--- src/design/vhlt_pkg.sv ---
`default_nettype none

package vhlt_pkg;

    localparam int CHAR_W   = 8;
    localparam int ROLE_W   = 3;
    localparam int PAIR_W   = 8;
    localparam int TYPE_W   = 2;
    localparam int STATUS_W = 3;
    localparam int KLEN_W   = 3;
    localparam int NCAND    = 3;

    // Byte codes the parser looks for
    localparam logic [CHAR_W-1:0] CH_HASH  = 8'h23;
    localparam logic [CHAR_W-1:0] CH_EQ    = 8'h3D;
    localparam logic [CHAR_W-1:0] CH_LT    = 8'h3C;
    localparam logic [CHAR_W-1:0] CH_GT    = 8'h3E;
    localparam logic [CHAR_W-1:0] CH_COMMA = 8'h2C;
    localparam logic [CHAR_W-1:0] CH_QUOTE = 8'h22;
    localparam logic [CHAR_W-1:0] CH_LC_A  = 8'h61;
    localparam logic [CHAR_W-1:0] CH_LC_Z  = 8'h7A;
    localparam logic [CHAR_W-1:0] CH_CASE  = 8'h20;

    // Byte roles
    localparam logic [ROLE_W-1:0] ROLE_PREFIX = 3'd0;
    localparam logic [ROLE_W-1:0] ROLE_HKEY   = 3'd1;
    localparam logic [ROLE_W-1:0] ROLE_DELIM  = 3'd2;
    localparam logic [ROLE_W-1:0] ROLE_PLAIN  = 3'd3;
    localparam logic [ROLE_W-1:0] ROLE_PKEY   = 3'd4;
    localparam logic [ROLE_W-1:0] ROLE_PVAL   = 3'd5;
    localparam logic [ROLE_W-1:0] ROLE_CLOSE  = 3'd6;

    // Line types
    localparam logic [TYPE_W-1:0] TYPE_UNKNOWN = 2'd0;
    localparam logic [TYPE_W-1:0] TYPE_FORMAT  = 2'd1;
    localparam logic [TYPE_W-1:0] TYPE_FILTER  = 2'd2;
    localparam logic [TYPE_W-1:0] TYPE_INFO    = 2'd3;

    // Line status
    localparam logic [STATUS_W-1:0] ST_OK         = 3'd0;
    localparam logic [STATUS_W-1:0] ST_BAD_PREFIX = 3'd1;
    localparam logic [STATUS_W-1:0] ST_NO_EQUALS  = 3'd2;
    localparam logic [STATUS_W-1:0] ST_NO_CLOSE   = 3'd3;
    localparam logic [STATUS_W-1:0] ST_OPEN_PKEY  = 3'd4;

    // Key length of each candidate: FORMAT, FILTER, INFO
    localparam logic [KLEN_W-1:0] CAND_LEN [NCAND] = '{3'd6, 3'd6, 3'd4};

    typedef struct packed {
        logic [CHAR_W-1:0]   char_out;
        logic [ROLE_W-1:0]   role;
        logic [PAIR_W-1:0]   pair_number;
        logic [TYPE_W-1:0]   line_type;
        logic                indexable;
        logic [STATUS_W-1:0] status;
        logic                last_out;
    } t_result;

    // Upper-case letter of candidate key idx at position pos
    function automatic logic [CHAR_W-1:0] cand_char(input logic [1:0] idx,
                                                    input logic [KLEN_W-1:0] pos);
        logic [CHAR_W-1:0] ch;
        ch = 8'h00;
        case (idx)
            2'd0: begin
                case (pos)
                    3'd0: ch = 8'h46; // F
                    3'd1: ch = 8'h4F; // O
                    3'd2: ch = 8'h52; // R
                    3'd3: ch = 8'h4D; // M
                    3'd4: ch = 8'h41; // A
                    3'd5: ch = 8'h54; // T
                    default: ch = 8'h00;
                endcase
            end
            2'd1: begin
                case (pos)
                    3'd0: ch = 8'h46; // F
                    3'd1: ch = 8'h49; // I
                    3'd2: ch = 8'h4C; // L
                    3'd3: ch = 8'h54; // T
                    3'd4: ch = 8'h45; // E
                    3'd5: ch = 8'h52; // R
                    default: ch = 8'h00;
                endcase
            end
            2'd2: begin
                case (pos)
                    3'd0: ch = 8'h49; // I
                    3'd1: ch = 8'h4E; // N
                    3'd2: ch = 8'h46; // F
                    3'd3: ch = 8'h4F; // O
                    default: ch = 8'h00;
                endcase
            end
            default: ch = 8'h00;
        endcase
        return ch;
    endfunction

endpackage

`default_nettype wire

--- src/design/vcf_header_line_tokenizer_top.sv ---
`default_nettype none

// Channel   | Direction | tdata (low bit up)                     | tuser | tlast
// ----------+-----------+----------------------------------------+-------+---------
// s_axis    | in        | char_in[7:0]                           | -     | line_end
// m_axis    | out       | char_out, pair_number, line_type,      | role  | last_out
//           |           | indexable, status, 2 zero bits         |       |
//
// One word in, one word out, one word per cycle sustained while m_axis is
// ready. Each word passes an input register, then the parser's next-state
// and tag logic feeding the result register. The parser state advances
// only when the input word moves into the result register. Reset
// (synchronous, active low) empties both registers and puts the parser at
// the start of a line. A stall on m_axis holds the result register and
// then the input register; s_axis stays ready while either has room.

module vcf_header_line_tokenizer_top (
    input  wire logic        i_clk,
    input  wire logic        i_rst_n,
    input  wire logic        s_axis_tvalid,
    output logic             s_axis_tready,
    input  wire logic [7:0]  s_axis_tdata,   // [7:0] char_in
    input  wire logic        s_axis_tlast,
    output logic             m_axis_tvalid,
    input  wire logic        m_axis_tready,
    output logic [23:0]      m_axis_tdata,   // [7:0] char_out, [15:8] pair_number,
                                             // [17:16] line_type, [18] indexable,
                                             // [21:19] status, [23:22] zero
    output logic [2:0]       m_axis_tuser,   // [2:0] role
    output logic             m_axis_tlast    // last_out
);
    import vhlt_pkg::*;

    logic              r_in_valid;
    logic [CHAR_W-1:0] r_in_char;
    logic              r_in_last;

    logic              out_can_load;
    logic              advance;
    t_result           parse_res;
    t_result           out_res;

    // Move the held input word into the result register when it has room
    assign advance       = r_in_valid && out_can_load;
    assign s_axis_tready = !r_in_valid || advance;

    always_ff @(posedge i_clk) begin
        if (!i_rst_n) begin
            r_in_valid <= 1'b0;
        end else if (s_axis_tready) begin
            r_in_valid <= s_axis_tvalid;
        end
    end

    // Capture payload on every accepted word; hold it otherwise
    always_ff @(posedge i_clk) begin
        if (s_axis_tvalid && s_axis_tready) begin
            r_in_char <= s_axis_tdata;
            r_in_last <= s_axis_tlast;
        end
    end

    vhlt_parser u_parser (
        .i_clk     (i_clk),
        .i_rst_n   (i_rst_n),
        .i_advance (advance),
        .i_char    (r_in_char),
        .i_last    (r_in_last),
        .o_result  (parse_res)
    );

    vhlt_out_reg u_out_reg (
        .i_clk      (i_clk),
        .i_rst_n    (i_rst_n),
        .i_load     (r_in_valid),
        .i_result   (parse_res),
        .i_ready    (m_axis_tready),
        .o_can_load (out_can_load),
        .o_valid    (m_axis_tvalid),
        .o_result   (out_res)
    );

    // Pack the result word
    assign m_axis_tdata = {2'b00, out_res.status, out_res.indexable, out_res.line_type,
                           out_res.pair_number, out_res.char_out};
    assign m_axis_tuser = out_res.role;
    assign m_axis_tlast = out_res.last_out;

endmodule

`default_nettype wire

--- src/design/vhlt_parser.sv ---
`default_nettype none

module vhlt_parser (
    input  wire logic                          i_clk,
    input  wire logic                          i_rst_n,
    input  wire logic                          i_advance,
    input  wire logic [vhlt_pkg::CHAR_W-1:0]   i_char,
    input  wire logic                          i_last,
    output vhlt_pkg::t_result                  o_result
);
    import vhlt_pkg::*;

    typedef enum logic [3:0] {
        M_HASH1, M_HASH2, M_HKEY, M_AFTER_EQ, M_PLAIN, M_PSTART,
        M_PKEY, M_VSTART, M_VALUE, M_AFTER_Q, M_CLOSED, M_SINK
    } t_mode;

    t_mode               r_mode,  n_mode;
    logic [NCAND-1:0]    r_flags, n_flags;
    logic [KLEN_W-1:0]   r_klen,  n_klen;
    logic                r_quote, n_quote;
    logic [PAIR_W-1:0]   r_pair,  n_pair;
    logic [STATUS_W-1:0] r_err,   n_err;
    logic [TYPE_W-1:0]   r_type,  n_type;

    logic [CHAR_W-1:0]   upper;
    logic [PAIR_W-1:0]   pair_inc;
    logic [ROLE_W-1:0]   role;
    logic [PAIR_W-1:0]   pnum;
    logic [STATUS_W-1:0] status;

    assign upper    = (i_char >= CH_LC_A && i_char <= CH_LC_Z) ? (i_char - CH_CASE) : i_char;
    assign pair_inc = (r_pair == {PAIR_W{1'b1}}) ? r_pair : r_pair + PAIR_W'(1);

    always_comb begin
        n_mode  = r_mode;
        n_flags = r_flags;
        n_klen  = r_klen;
        n_quote = r_quote;
        n_pair  = r_pair;
        n_err   = r_err;
        n_type  = r_type;
        role    = ROLE_PLAIN;
        pnum    = '0;

        case (r_mode)
            M_HASH1, M_HASH2: begin
                role = ROLE_PREFIX;
                if (i_char == CH_HASH) begin
                    n_mode = (r_mode == M_HASH1) ? M_HASH2 : M_HKEY;
                end else begin
                    n_err  = ST_BAD_PREFIX;
                    n_mode = M_SINK;
                end
            end
            M_HKEY: begin
                if (i_char == CH_EQ) begin
                    role = ROLE_DELIM;
                    for (int i = 0; i < NCAND; i++) begin
                        if (r_klen != CAND_LEN[i]) n_flags[i] = 1'b0;
                    end
                    n_mode = M_AFTER_EQ;
                end else begin
                    role = ROLE_HKEY;
                    for (int i = 0; i < NCAND; i++) begin
                        if (r_klen >= CAND_LEN[i] || upper != cand_char(2'(i), r_klen))
                            n_flags[i] = 1'b0;
                    end
                    if (r_klen != {KLEN_W{1'b1}}) n_klen = r_klen + KLEN_W'(1);
                end
            end
            M_AFTER_EQ: begin
                if (i_char == CH_LT) begin
                    role = ROLE_DELIM;
                    if (r_flags[0])      n_type = TYPE_FORMAT;
                    else if (r_flags[1]) n_type = TYPE_FILTER;
                    else if (r_flags[2]) n_type = TYPE_INFO;
                    n_mode = M_PSTART;
                end else begin
                    role   = ROLE_PLAIN;
                    n_mode = M_PLAIN;
                end
            end
            M_PLAIN, M_SINK: begin
                role = ROLE_PLAIN;
            end
            M_PSTART: begin
                pnum = r_pair;
                if (i_char == CH_GT) begin
                    role = ROLE_CLOSE;  n_mode = M_CLOSED;
                end else if (i_char == CH_COMMA) begin
                    role = ROLE_DELIM;
                end else if (i_char == CH_EQ) begin
                    role = ROLE_DELIM;  n_mode = M_VSTART;
                end else begin
                    role = ROLE_PKEY;   n_mode = M_PKEY;
                end
            end
            M_PKEY: begin
                pnum = r_pair;
                if (i_char == CH_EQ) begin
                    role = ROLE_DELIM;  n_mode = M_VSTART;
                end else begin
                    role = ROLE_PKEY;
                end
            end
            M_VSTART, M_VALUE: begin
                pnum = r_pair;
                if (r_quote) begin
                    role = ROLE_PVAL;
                    if (i_char == CH_QUOTE) begin
                        n_quote = 1'b0;  n_mode = M_AFTER_Q;
                    end else if (i_char == CH_GT && i_last) begin
                        role = ROLE_CLOSE;  n_quote = 1'b0;  n_mode = M_CLOSED;
                    end
                end else if (i_char == CH_COMMA) begin
                    role = ROLE_DELIM;  n_pair = pair_inc;  n_mode = M_PSTART;
                end else if (i_char == CH_GT) begin
                    role = ROLE_CLOSE;  n_mode = M_CLOSED;
                end else begin
                    role = ROLE_PVAL;
                    if (r_mode == M_VSTART && i_char == CH_QUOTE) n_quote = 1'b1;
                    n_mode = M_VALUE;
                end
            end
            M_AFTER_Q: begin
                if (i_char == CH_COMMA) begin
                    pnum = r_pair;  role = ROLE_DELIM;
                    n_pair = pair_inc;  n_mode = M_PSTART;
                end else if (i_char == CH_GT) begin
                    pnum = r_pair;  role = ROLE_CLOSE;  n_mode = M_CLOSED;
                end else begin
                    n_pair = pair_inc;
                    pnum   = pair_inc;
                    if (i_char == CH_EQ) begin
                        role = ROLE_DELIM;  n_mode = M_VSTART;
                    end else begin
                        role = ROLE_PKEY;   n_mode = M_PKEY;
                    end
                end
            end
            M_CLOSED: begin
                // byte after the closing bracket
                role   = ROLE_PLAIN;
                n_err  = ST_NO_CLOSE;
                n_mode = M_SINK;
            end
            default: begin
                role   = ROLE_PLAIN;
                n_mode = M_SINK;
            end
        endcase

        // Line status from the state the last byte leaves behind
        status = ST_OK;
        if (i_last) begin
            if (n_err != ST_OK)                                       status = n_err;
            else if (n_mode == M_HASH1 || n_mode == M_HASH2)          status = ST_BAD_PREFIX;
            else if (n_mode == M_HKEY)                                status = ST_NO_EQUALS;
            else if (n_mode == M_AFTER_EQ || n_mode == M_PLAIN ||
                     n_mode == M_CLOSED)                              status = ST_OK;
            else if (n_mode == M_PKEY && i_char == CH_GT)             status = ST_OPEN_PKEY;
            else                                                      status = ST_NO_CLOSE;
        end
    end

    always_comb begin
        o_result.char_out    = i_char;
        o_result.role        = role;
        o_result.pair_number = pnum;
        o_result.line_type   = i_last ? n_type : TYPE_UNKNOWN;
        o_result.indexable   = i_last && (n_type != TYPE_UNKNOWN);
        o_result.status      = status;
        o_result.last_out    = i_last;
    end

    always_ff @(posedge i_clk) begin
        if (!i_rst_n || (i_advance && i_last)) begin
            r_mode  <= M_HASH1;
            r_flags <= {NCAND{1'b1}};
            r_klen  <= '0;
            r_quote <= 1'b0;
            r_pair  <= '0;
            r_err   <= ST_OK;
            r_type  <= TYPE_UNKNOWN;
        end else if (i_advance) begin
            r_mode  <= n_mode;
            r_flags <= n_flags;
            r_klen  <= n_klen;
            r_quote <= n_quote;
            r_pair  <= n_pair;
            r_err   <= n_err;
            r_type  <= n_type;
        end
    end

endmodule

`default_nettype wire

--- src/design/vhlt_out_reg.sv ---
`default_nettype none

module vhlt_out_reg (
    input  wire logic       i_clk,
    input  wire logic       i_rst_n,
    input  wire logic       i_load,
    input  wire vhlt_pkg::t_result i_result,
    input  wire logic       i_ready,
    output logic            o_can_load,
    output logic            o_valid,
    output vhlt_pkg::t_result o_result
);
    import vhlt_pkg::*;

    logic    r_valid;
    t_result r_result;

    // Take a new word when empty or when the held word leaves this cycle
    assign o_can_load = !r_valid || i_ready;
    assign o_valid    = r_valid;
    assign o_result   = r_result;

    always_ff @(posedge i_clk) begin
        if (!i_rst_n) begin
            r_valid <= 1'b0;
        end else if (o_can_load) begin
            r_valid <= i_load;
        end
    end

    always_ff @(posedge i_clk) begin
        if (o_can_load && i_load) begin
            r_result <= i_result;
        end
    end

endmodule

`default_nettype wire

--- config.mk ---
export PLATFORM = sky130hd
export DESIGN_NAME = vcf_header_line_tokenizer_top
export DESIGN_NICKNAME = d
export VERILOG_FILES = /design/src/design/vhlt_pkg.sv /design/src/design/vcf_header_line_tokenizer_top.sv /design/src/design/vhlt_parser.sv /design/src/design/vhlt_out_reg.sv
export SDC_FILE = /design/constraint.sdc
export NUM_CORES = 1
export LEC_CHECK = 0
export BUFFER_PORTS_ARGS = -buffer_cell sky130_fd_sc_hd__buf_2
export CAP_MARGIN = 10
export CORE_UTILIZATION = 30
export DETAILED_ROUTE_END_ITERATION = 16
export HOLD_SLACK_MARGIN = 0.12
export SKIP_CTS_REPAIR_TIMING = 1
export SYNTH_ARGS = -nofsm -noshare
export SYNTH_HDL_FRONTEND = slang
export SYNTH_HIERARCHICAL = 1
export SYNTH_SLANG_ARGS = --single-unit
export TNS_END_PERCENT = 10
--- constraint.sdc ---
create_clock -name i_clk -period 2.5 [get_ports i_clk]
set_input_delay 0.125 -clock i_clk [delete_from_list [all_inputs] [get_ports i_clk]]
set_output_delay 0.125 -clock i_clk [all_outputs]
set_load 0.03 [all_outputs]
==> results.env, run 1 <==
GRT-OVFL-TOTAL=0
SYNTH.AREA.MUX_SHARE_PCT=1.56
YS_TYPES=83
YS_SEQ_ELEMENTS=61
MAX_STAGE_DELAY_NS=0.61
CP_SLOWEST_CELL='sky130_fd_sc_hd__or4b_4'
H-TREE-DEPTH=3
PORT-BUFFER-COUNT=40
GR-USAGE-ALL-LAYERS_PCT=15.3
VIAS_PER_CELL=5.07
CRITICALPATHCATEGORY='reg -> reg'
POWER.SHARE.COMBINATIONAL_PCT=15.7
CRITPATHREQUIREDTIME_NS=2.59
ROUTE.DETAILED.DRC=0
CORE_REGION_AREA_SQ_UM=12600
FIN_SKEW_NS=0.00511
HOLD_CLASS='in -> reg'
NETLIST_TOP_CELLS_AREA='sky130_fd_sc_hd__edfxtp_1, sky130_fd_sc_hd__dfxtp_1, sky130_fd_sc_hd__nand2_1'
POST_SYNTH_XOR_AREA_FRACTION_PCT=3.86
CRITICAL-PATH-TOP-DELAY-FAMILY='simple AND/OR/NAND/NOR gates'
FAILED_CHECKS='setup timing'
SYNTH-SIMPLE-AREA-SHARE_PCT=22.8
POSTSYNTH.ASYNCRESETSHARE_PCT=0
TIMING.MAX_SLEW.REL_SLACK_PCT=44.6
MIN_PERIOD_NS=2.51
POST-SYNTH-TOP-AREA-FRACTION_PCT=27.2
SYNTH_WARNINGS=6
SYNTH_AREA_SQ_UM=3860
LEAKAGE_uW=0.00181
FIRST_PASS_GRT_WIRE_LENGTH_MM=15.5
STATUS='finished, violations left'
TRITONCTS_CLOCK_TREE='done'
SYNTH_EDF_COUNT=35
POWER_DENSITY_CELLS_nW_PER_UM2=587
TIMING.CRITICAL_PATH.FANOUT_MAX=6
INITIAL_CORE_UTIL_PCT=30.7
DETAILROUTE.VIA_COUNT=3337
MAXIMUM_NUMBER_OF_PINS_ON_ONE_NET_BEFORE_GLOBAL_ROUTE_REPAIR=27
FINALCOREUTILIZATION_PCT=38.8
SWITCHING_SHARE_PCT=27.8
FLOORPLAN.IO_PINS=43
GRT_ANTENNA_BEFORE_REPAIR=0
FINAL_NET_COUNT=502
CLOCKROOTBUFFER='sky130_fd_sc_hd__clkbuf_16'
DP_HPWL_MM=6.93
DRT_INITIAL_VIOLATIONS=220
SYNTH_FLOP_CELL='sky130_fd_sc_hd__edfxtp_1'
VDD_DROP_MAX_mV=0.276
TRITONCTS.NUM_BUFFERS=9
CRITICAL_PATH.N_BUFFERS_INVERTERS=1
GP_CONGESTION=0.859
AVGSYNTHCELLAREA_SQ_UM=9.44
CP_CELL_SEQUENCE='or4b_4 -> nor3_4 -> buf_4 -> o2111ai_1 -> o31a_1 -> and2_1 -> o311a_1'
MAX_FREQ_MHz=399
POWER.SHARE.CLOCK_PCT=44.6
SYNTH_TOP_FAMILY_BY_AREA='simple AND/OR/NAND/NOR gates'
CLK_PIN_SLEW_NS=0.06
NUMCLOCKSINKS=61
CLK-INSERTION-DELAY-LATE_NS=0.34
INTERNAL_POWER_uW=2060
DIE_X_UM=115
P_SWITCHING_uW=795
YS_TOP_CELLS_BY_COUNT='sky130_fd_sc_hd__edfxtp_1, sky130_fd_sc_hd__nand2_1, sky130_fd_sc_hd__nor2_1'
YS_SEQ_AREA_SHARE_PCT=40.7
INSERTEDDIODECOUNT=0
DIE_AREA_SQ_UM=13300
MAX_CAP_VIOLATIONS=0
ANT_NETS=0
WORSTSETUPENDPOINTTYPE='flip-flop'
TIGHTESTPINTRANSITION_NS=0.829
CRITICAL_PATH.STARTPOINT_TYPE='flip-flop'
FINALWORSTSETUPSLACK_NS=-0.00752
CP_DATA_ARRIVAL_TIME_NS=2.59
SYN_TO_FINAL_GROWTH_PCT=26.2
SETUP_TNS_NS=-0.00752
GRT_PASS1_VIAS=3083
GRT_SETUP_UNREPAIRED='true'
FINAL-SETUP-VIOL-COUNT=1
SYNTH_COMPOUND_AREA_SHARE_PCT=21.7
ROWS=41
DIE_H_UM=115
YOSYSMOSTFREQUENTCELL='sky130_fd_sc_hd__edfxtp_1'
POWER.SHARE.SEQUENTIAL_PCT=39.7
DRT-WIRELENGTH-PER-CELL_UM=15.0
SYNTH_ADDER_AREA_SHARE_PCT=2.59
CTS_BUFFER_DEPTH=2
DRT-PASS1-ITER-COUNT=4
FINAL-HOLD-VIOLATION-COUNT=0
SLEW_VIOL_FINAL=0
SYNTH_CELLS=409
FIN_CRIT_SH_PCT=100
YOSYSTOPAREACELL='sky130_fd_sc_hd__edfxtp_1'
POSTROUTEWIRELENGTH_MM=9.85
FINAL_LAYOUT_SIZE_SUFFIX_GT1_SHARE_PCT=28.0
==> flip-flops by register name (all words and copies together), names as in the netlist <==
signal,cells
u_parser/r_klen,3
u_parser/r_type,2
r_in_valid,1
u_parser/r_quote,1
r_in_char,8
u_parser/r_flags,3
u_out_reg/o_result,26
u_parser/r_pair,8
u_parser/r_mode,4
u_out_reg/o_valid,1
u_parser/r_err,3
r_in_last,1
==> logic make-up after synthesis <==
group / count (synthesis)
adder cells (fa/ha/maj): 8
buffers and inverters: 54
other: 1
XOR/XNOR: 17
AO/OA/AOI/OAI: 114
AND/OR/NAND/NOR: 148
multiplexers: 6
flip-flops: 61
==> per-layer routing <==
| layer | share of wire, % | GRT usage, % | up-vias | wire length, um |
|---|---|---|---|---|
| li1 | - | - | 1648 | - |
| met3 | 3.6 | 3.24 | 15 | 356 |
| met2 | 49 | 24.9 | 63 | 4800 |
| met5 | 0 | 0 | - | 0 |
| met4 | 2.1 | 8.57 | 0 | 205 |
| met1 | 46 | 18.8 | 1611 | 4480 |
==> final timing paths <==
kind,startpoint,end,slack [ns],depth (start not counted)
max,r_in_char[7],u_out_reg/o_result[1],-0.008,7
min,i_rst_n,u_parser/r_pair[7],0.21,3
max reg2reg,r_in_char[7],u_out_reg/o_result[1],-0.008,7
min reg2reg,u_parser/r_type[1],u_parser/r_type[1],0.50,2
==> stage by stage <==
step           cell area, sq um  hold WS (ns)  power (uW)  setup WS (ns)  instances
2_1_floorplan              3860         0.224        1460          0.140        410
3_3_place_gp               4370         0.304        1570         0.0648        625
3_5_place_dp               4370         0.304        1570       -0.00309        625
4_1_cts                    4670       -0.0441        2840        -0.0158        641
5_1_grt                    4870         0.243        2960        -0.0447        658
6_report                   4870         0.207        2860       -0.00752        658
==> worst min-delay path, cell delays in order <==
cell and delay, ns:
sky130_fd_sc_hd__buf_2 0.11, sky130_fd_sc_hd__and2_1 0.16, sky130_fd_sc_hd__and2_1 0.12
==> cell usage in the layout (no fill, tap or decap), types with 13 or more instances in the layout <==
cell type	n
sky130_fd_sc_hd__dfxtp_1	26
sky130_fd_sc_hd__dlygate4sd3_1	13
sky130_fd_sc_hd__nand2_1	32
sky130_fd_sc_hd__nand3_1	14
sky130_fd_sc_hd__nor2_1	32
sky130_fd_sc_hd__o21ai_0	23
sky130_fd_sc_hd__buf_4	41
sky130_fd_sc_hd__a21oi_1	22
sky130_fd_sc_hd__edfxtp_1	35
sky130_fd_sc_hd__inv_1	20
sky130_fd_sc_hd__buf_2	40
==> power groups by stage <==
stage | Combinational [uW] | Sequential [uW] | Clock (uW)
2_1_floorplan | 266 | 1190 | 0
3_3_place_gp | 418 | 1150 | 0
3_5_place_dp | 419 | 1160 | 0
4_1_cts | 421 | 1130 | 1290
5_1_grt | 487 | 1140 | 1340
6_report | 449 | 1130 | 1270
==> final cells by class <==
| type | count | area, sq um |
|---|---|---|
| fill | 1214 | 7700 |
| clock buffer | 9 | 225 |
| clock inverter | 7 | 72.6 |
| tap | 172 | 215 |
| inverter | 20 | 75.1 |
| sequential | 61 | 1570 |
| timing repair buffer | 94 | 638 |
| multi-input combinational | 295 | 2070 |
Note: power is estimated with default switching activity, not from simulation.
==> inputs of run 2 (changes only) <==
--- a/config.mk
+++ b/config.mk
@@ -5,10 +5,10 @@
 export SDC_FILE = /design/constraint.sdc
 export NUM_CORES = 1
 export LEC_CHECK = 0
-export BUFFER_PORTS_ARGS = -buffer_cell sky130_fd_sc_hd__buf_2
 export CAP_MARGIN = 10
-export CORE_UTILIZATION = 30
+export CORE_UTILIZATION = 28
 export DETAILED_ROUTE_END_ITERATION = 16
+export DONT_BUFFER_PORTS = 1
 export HOLD_SLACK_MARGIN = 0.12
 export SKIP_CTS_REPAIR_TIMING = 1
 export SYNTH_ARGS = -nofsm -noshare
==> run 2 against run 1 <==
Net effect:
- the run still ends with setup timing left
- via count is 3.3% lower
- flip-flop and latch count stayed put
- clock power down 9%
- fmax is 1.7% lower
- clock-buffer cell count unchanged
- first-iteration DRC count rose by 55%
- critical path type unchanged
- critical endpoint is now u_out_reg/o_result[2]
==> results.env, run 2 (synthesized netlist as in run 1, its figures left out) <==
SLEW_VIOL_FINAL=0  # unchanged
MAXIMUM_NUMBER_OF_PINS_ON_ONE_NET_BEFORE_GLOBAL_ROUTE_REPAIR=27  # unchanged
PORT-BUFFER-COUNT=0  # was 40
CRITICALPATHCATEGORY='reg -> reg'  # unchanged
FINAL-SETUP-VIOL-COUNT=2  # was 1
P_SWITCHING_uW=770  # was 795 uW
TRITONCTS_CLOCK_TREE='done'  # unchanged
GRT_SETUP_UNREPAIRED='true'  # unchanged
CP_DATA_ARRIVAL_TIME_NS=2.63  # was 2.59 ns
CLK_PIN_SLEW_NS=0.06  # about the same
DRT-WIRELENGTH-PER-CELL_UM=16.0  # was 15.0 um
DRT-PASS1-ITER-COUNT=5  # was 4
DETAILROUTE.VIA_COUNT=3228  # was 3337
FLOORPLAN.IO_PINS=43  # unchanged
FINAL_LAYOUT_SIZE_SUFFIX_GT1_SHARE_PCT=21.1  # was 28.0%
LARGEST_REGISTER_FFS=26  # unchanged
FINAL-HOLD-VIOLATION-COUNT=0  # unchanged
CLK-INSERTION-DELAY-LATE_NS=0.34  # about the same
WORSTSETUPENDPOINTTYPE='flip-flop'  # unchanged
INSERTEDDIODECOUNT=0  # unchanged
ROUTE.DETAILED.DRC=0  # unchanged
VDD_DROP_MAX_mV=0.300  # was 0.276 mV
POWER.SHARE.COMBINATIONAL_PCT=13.9  # was 15.7%
VIAS_PER_CELL=5.20  # was 5.07
DP_HPWL_MM=7.29  # was 6.93 mm
DIE_AREA_SQ_UM=14300  # was 13300 sq um
GR-USAGE-ALL-LAYERS_PCT=14.4  # was 15.3%
MAX_FREQ_MHz=392  # was 399 MHz
GRT-OVFL-TOTAL=0  # unchanged
MAX_CAP_VIOLATIONS=0  # unchanged
STATUS='finished, violations left'  # unchanged
SYN_TO_FINAL_GROWTH_PCT=19.8  # was 26.2%
SETUP_TNS_NS=-0.0910  # was -0.00752 ns
TIGHTESTPINTRANSITION_NS=0.630  # was 0.829 ns
H-TREE-DEPTH=3  # unchanged
DIE_H_UM=119  # was 115 um
FIRST_PASS_GRT_WIRE_LENGTH_MM=16.0  # was 15.5 mm
MOST_COMMON_LIBRARY_CELL_IN_THE_LAYOUT_IGNORING_FILL_AND_TAPS='sky130_fd_sc_hd__buf_4'  # unchanged
POWER.SHARE.SEQUENTIAL_PCT=43.5  # was 39.7%
TRITONCTS.NUM_BUFFERS=9  # unchanged
CORE_REGION_AREA_SQ_UM=13300  # was 12600 sq um
POSTROUTEWIRELENGTH_MM=9.93  # was 9.85 mm
NUMCLOCKSINKS=61  # unchanged
GP_CONGESTION=0.894  # was 0.859
FINALWORSTSETUPSLACK_NS=-0.0502  # was -0.00752 ns
MIN_PERIOD_NS=2.55  # was 2.51 ns
POWER_DENSITY_CELLS_nW_PER_UM2=587  # about the same
TIMING.MAX_SLEW.REL_SLACK_PCT=57.9  # was 44.6%
CRITPATHREQUIREDTIME_NS=2.58  # was 2.59 ns
FINAL_NET_COUNT=461  # was 502
DIE_X_UM=119  # was 115 um
FIN_CRIT_SH_PCT=102  # was 100%
LEAKAGE_uW=0.00163  # was 0.00181 uW
POWER.SHARE.CLOCK_PCT=42.6  # was 44.6%
FIN_WORST_HOLD_SLACK_NS=0.144  # was 0.207 ns
HOLD_CLASS='in -> reg'  # unchanged
CLOCKROOTBUFFER='sky130_fd_sc_hd__clkbuf_16'  # unchanged
INTERNAL_POWER_uW=1950  # was 2060 uW
FAILED_CHECKS='setup timing'  # unchanged
GRT_ANTENNA_BEFORE_REPAIR=0  # unchanged
FINAL_CELL_MIX='sky130_fd_sc_hd__buf_4, sky130_fd_sc_hd__edfxtp_1, sky130_fd_sc_hd__nor2_1, sky130_fd_sc_hd__nand2_1, sky130_fd_sc_hd__dfxtp_1'  # was sky130_fd_sc_hd__buf_4, sky130_fd_sc_hd__buf_2, sky130_fd_sc_hd__edfxtp_1, sky130_fd_sc_hd__nor2_1, sky130_fd_sc_hd__nand2_1
FIN_SKEW_NS=0.00669  # was 0.00511 ns
ROWS=42  # was 41
GRT_PASS1_VIAS=3107  # was 3083
INITIAL_CORE_UTIL_PCT=28.9  # was 30.7%
ANT_NETS=0  # unchanged
SWITCHING_SHARE_PCT=28.4  # was 27.8%
TIMING.CRITICAL_PATH.FANOUT_MAX=7  # was 6
CTS_BUFFER_DEPTH=2  # unchanged
DRT_INITIAL_VIOLATIONS=342  # was 220
CRITICAL_PATH.STARTPOINT_TYPE='flip-flop'  # unchanged
==> run 2: cell types whose count changed in the layout (fill, tap and decap cells not counted), sizes merged <==
cell / before / now
buf: 81 / 40
bufinv: 1 / 0
clkinv: 2 / 5
clkinvlp: 2 / 1
inv: 22 / 21
==> run 2: power groups by stage <==
| stage | Combinational (uW) | Sequential [uW] | Clock [uW] |
|---|---|---|---|
| final | 378 | 1180 | 1160 |
| after global routing | 414 | 1190 | 1220 |
| after CTS | 357 | 1180 | 1190 |
| after detailed placement | 356 | 1200 | 0 |
| after global placement | 353 | 1200 | 0 |
| after floorplan | 266 | 1190 | 0 |
==> run 2: critical path, stage by stage, from the launching register on <==
cell and delay [ns]:
sky130_fd_sc_hd__edfxtp_1 0.51, sky130_fd_sc_hd__or4b_4 0.62, sky130_fd_sc_hd__nor3_4 0.27, sky130_fd_sc_hd__a211oi_1 0.09, sky130_fd_sc_hd__o31a_1 0.35, sky130_fd_sc_hd__nand2_1 0.09, sky130_fd_sc_hd__mux2i_1 0.06, sky130_fd_sc_hd__o31a_1 0.31
==> run 2: final cells by class <==
class                           instances  area (sq um)
Sequential cell                        61          1570
Multi-Input combinational cell        295          2050
Clock buffer                            9           225
Clock inverter                          7          51.3
Tap cell                              176           220
Timing Repair Buffer                   53           430
Inverter                               20          75.1
Fill cell                            1376          8720
==> run 2: final timing paths <==
kind	start	end	slack [ns]	cells after the start
setup reg to reg	r_in_char[6]	u_out_reg/o_result[2]	-0.05	7
setup / recovery	r_in_char[6]	u_out_reg/o_result[2]	-0.05	7
hold reg to reg	u_parser/r_err[2]	u_parser/r_err[2]	0.48	2
hold / removal	s_axis_tvalid	r_in_char[4]	0.14	1
==> run 2: per-stage QoR <==
stage / setup slack (ns) / power (uW) / instance area [sq um] / instances / utilization [%]
3_3_place_gp: 0.0247 / 1560 / 4200 / 592 / 31.5
4_1_cts: -0.0171 / 2730 / 4480 / 608 / 33.5
6_report: -0.0502 / 2720 / 4620 / 621 / 34.6
3_5_place_dp: -0.00370 / 1560 / 4200 / 592 / 31.5
5_1_grt: -0.166 / 2820 / 4620 / 621 / 34.6
2_1_floorplan: 0.140 / 1460 / 3860 / 410 / -
==> run 2: metal layers <==
metal | global-route usage (%) | vias to the layer above | wire length, um | part of all wire (%)
li1 | - | 1564 | - | -
met3 | 2.35 | 20 | 260 | 2.6
met1 | 17.3 | 1575 | 4400 | 44
met2 | 24.7 | 69 | 5020 | 51
met5 | 0 | - | 0 | 0
met4 | 7.11 | 0 | 241 | 2.4
==> inputs of run 3 (changes only) <==
--- a/config.mk
+++ b/config.mk
@@ -6,10 +6,13 @@
 export NUM_CORES = 1
 export LEC_CHECK = 0
 export CAP_MARGIN = 10
+export CORE_ASPECT_RATIO = 0.9
 export CORE_UTILIZATION = 28
 export DETAILED_ROUTE_END_ITERATION = 16
 export DONT_BUFFER_PORTS = 1
 export HOLD_SLACK_MARGIN = 0.12
+export RECOVER_POWER = 25
+export SETUP_SLACK_MARGIN = 0.05
 export SKIP_CTS_REPAIR_TIMING = 1
 export SYNTH_ARGS = -nofsm -noshare
 export SYNTH_HDL_FRONTEND = slang
==> run 3 against run 2 <==
Net effect:
- the run now ends clean
- critical path type unchanged
- largest power group is now clock
- critical path depth stayed put
- sequential share of layout area is 0.95 points lower
- cell count is 0.32% lower
- global-route usage is 0.33 points lower
==> results.env, run 3 (synthesized netlist as in run 1, its figures left out) <==
CLOCKROOTBUFFER='sky130_fd_sc_hd__clkbuf_16'  # unchanged
FINALCOREUTILIZATION_PCT=35.5  # was 34.6%
FINAL-HOLD-VIOLATION-COUNT=0  # unchanged
FIRST_PASS_GRT_WIRE_LENGTH_MM=15.5  # was 16.0 mm
POSTROUTEWIRELENGTH_MM=9.76  # was 9.93 mm
POST-PLACE-WS_NS=-0.0183  # was -0.00370 ns
INITIAL_CORE_UTIL_PCT=28.8  # was 28.9%
GR-USAGE-ALL-LAYERS_PCT=14.1  # was 14.4%
FINAL_CELL_MIX='sky130_fd_sc_hd__buf_4, sky130_fd_sc_hd__edfxtp_1, sky130_fd_sc_hd__nor2_1, sky130_fd_sc_hd__nand2_1, sky130_fd_sc_hd__dfxtp_1'  # unchanged
DETAILROUTE.VIA_COUNT=3193  # was 3228
CRITICALPATHCATEGORY='reg -> reg'  # unchanged
CRIT_START='r_in_char[7]'  # was r_in_char[6]
CLK_PIN_SLEW_NS=0.05  # was 0.06 ns
GRT-OVFL-TOTAL=0  # unchanged
TRITONCTS.NUM_BUFFERS=9  # unchanged
MAX_STAGE_DELAY_NS=0.63  # was 0.62 ns
CORE_REGION_AREA_SQ_UM=13400  # was 13300 sq um
HOLD_CLASS='in -> reg'  # unchanged
FINAL_NET_COUNT=467  # was 461
SETUP.REG_TO_REG.WORST_SLACK_NS=0.02  # was -0.05 ns
POWER_DENSITY_CELLS_nW_PER_UM2=639  # was 587 nW/um^2
CP_DATA_ARRIVAL_TIME_NS=2.57  # was 2.63 ns
ANT_NETS=0  # unchanged
ROWS=40  # was 42
FINALNONFILLERCELLS=619  # was 621
CRITICAL_PATH.STARTPOINT_TYPE='flip-flop'  # unchanged
TIMING.CRITICAL_PATH.FANOUT_MAX=5  # was 7
DIE_H_UM=113  # was 119 um
FIN_SKEW_NS=0.00699  # was 0.00669 ns
GRT_SETUP_UNREPAIRED='true'  # unchanged
ROUTE.DETAILED.DRC=0  # unchanged
VDD_DROP_MAX_mV=0.318  # was 0.300 mV
H-TREE-DEPTH=3  # unchanged
DIE_X_UM=126  # was 119 um
NUMCLOCKSINKS=61  # unchanged
POWER_TOTAL_uW=3040  # was 2720 uW
STATUS='completed'  # was finished, violations left
LEAKAGE_uW=0.00170  # was 0.00163 uW
GP_CONGESTION=0.909  # was 0.894
WORST_HOLD_STARTPOINT='s_axis_tvalid'  # unchanged
SYN_TO_FINAL_GROWTH_PCT=23.2  # was 19.8%
MAX_FREQ_MHz=403  # was 392 MHz
MOST_COMMON_LIBRARY_CELL_IN_THE_LAYOUT_IGNORING_FILL_AND_TAPS='sky130_fd_sc_hd__buf_4'  # unchanged
PLACE_AREA_SQ_UM=4210  # was 4200 sq um
CP_SLOWEST_CELL='sky130_fd_sc_hd__or4b_4'  # unchanged
LARGEST_REGISTER_FFS=26  # unchanged
PORT-BUFFER-COUNT=0  # unchanged
MULTIINPUTGATEAREA_SQ_UM=2080  # was 2050 sq um
FILL_CELLS=1334  # was 1376
MAX_CAP_VIOLATIONS=0  # unchanged
DIE_AREA_SQ_UM=14300  # about the same
FINAL_LAYOUT_SIZE_SUFFIX_GT1_SHARE_PCT=22.2  # was 21.1%
DRT-WIRELENGTH-PER-CELL_UM=15.8  # was 16.0 um
AREA.SEQUENTIAL_SQ_UM=1570  # unchanged
FLOORPLAN.IO_PINS=43  # unchanged
VIAS_PER_CELL=5.16  # was 5.20
DRT-PASS1-ITER-COUNT=5  # unchanged
INSERTEDDIODECOUNT=0  # unchanged
FIN_CRIT_SH_PCT=99.2  # was 102%
CRITICAL-PATH-TOP-DELAY-FAMILY='simple AND/OR/NAND/NOR gates'  # unchanged
CP_CELL_SEQUENCE='or4b_4 -> o21ai_1 -> a211o_1 -> and4b_4 -> nand4b_4 -> mux2i_1 -> o31a_1'  # was or4b_4 -> nor3_4 -> a211oi_1 -> o31a_1 -> nand2_1 -> mux2i_1 -> o31a_1
GRT_PASS1_VIAS=3046  # was 3107
FINAL-SETUP-VIOL-COUNT=0  # was 2
MIN_PERIOD_NS=2.48  # was 2.55 ns
DRT_INITIAL_VIOLATIONS=275  # was 342
CRITPATHREQUIREDTIME_NS=2.59  # was 2.58 ns
CTS_BUFFER_DEPTH=2  # unchanged
MAXIMUM_NUMBER_OF_PINS_ON_ONE_NET_BEFORE_GLOBAL_ROUTE_REPAIR=27  # unchanged
CRITICAL_PATH.N_BUFFERS_INVERTERS=0  # unchanged
TRITONCTS_CLOCK_TREE='done'  # unchanged
CLK-INSERTION-DELAY-LATE_NS=0.34  # about the same
DP_HPWL_MM=7.18  # was 7.29 mm
FINAL_CELL_AREA_SQ_UM=4760  # was 4620 sq um
PLACE.DETAILED.INSTANCES=587  # was 592
SLEW_VIOL_FINAL=0  # unchanged
GRT_ANTENNA_BEFORE_REPAIR=0  # unchanged
WORSTSETUPENDPOINTTYPE='flip-flop'  # unchanged
TIGHTESTPINTRANSITION_NS=0.659  # was 0.630 ns
TIMING.MAX_SLEW.REL_SLACK_PCT=56.0  # was 57.9%
FINALWORSTSETUPSLACK_NS=0.0210  # was -0.0502 ns
CRITICAL_PATH.REG2REG.STARTPOINT='r_in_char[7]'  # was r_in_char[6]
[run 3: cell types whose count changed in the layout (fill, tap and decap cells not counted), moves of 2 or more]
cell,before,now
sky130_fd_sc_hd__clkinv_2,3,1
sky130_fd_sc_hd__o21ai_1,1,3
sky130_fd_sc_hd__o21ai_0,23,21
sky130_fd_sc_hd__clkbuf_1,0,2
sky130_fd_sc_hd__buf_4,40,43
sky130_fd_sc_hd__bufinv_16,0,3
[run 3: per-layer routing]
layer | up-vias | track usage (%) | wire (um)
met5 | - | 0 | 0
met4 | 0 | 6.18 | 195
met3 | 13 | 4.74 | 464
met2 | 91 | 23.1 | 4680
met1 | 1517 | 16.7 | 4420
li1 | 1572 | - | -
[run 3: worst reg2reg max path, stage by stage (launching register included)]
cell and delay, ns:
sky130_fd_sc_hd__edfxtp_1 0.50, sky130_fd_sc_hd__or4b_4 0.63, sky130_fd_sc_hd__o21ai_1 0.16, sky130_fd_sc_hd__a211o_1 0.14, sky130_fd_sc_hd__and4b_4 0.27, sky130_fd_sc_hd__nand4b_4 0.15
sky130_fd_sc_hd__mux2i_1 0.08, sky130_fd_sc_hd__o31a_1 0.31
[run 3: layout make-up]
type | count | share of cell area (%)
tap | 168 | 4.42
inverter | 20 | 1.58
multi-input combinational | 295 | 43.8
clock inverter | 7 | 2.55
sequential | 61 | 33.0
timing repair buffer | 59 | 9.92
clock buffer | 9 | 4.73
[run 3: path summary, 6_finish.rpt]
check | to | depth (start not counted)
worst max-delay path | u_out_reg/o_result[2] | 7
worst min-delay path | r_in_char[5] | 1
worst max register to register | u_out_reg/o_result[2] | 7
worst min register to register | u_parser/r_err[2] | 2
[run 3: where the power goes]
part           total, uW  switching, uW  internal (uW)
logic                399            219            180
clock network       1460            483            978
registers           1180           72.0           1110
[run 3: through the flow]
stage	hold WS, ns	setup TNS (ns)
after floorplan	0.224	0
after global placement	0.224	0
after detailed placement	0.224	-0.0289
after CTS	-0.127	-0.0464
after global routing	0.136	-0.192
final	0.143	0
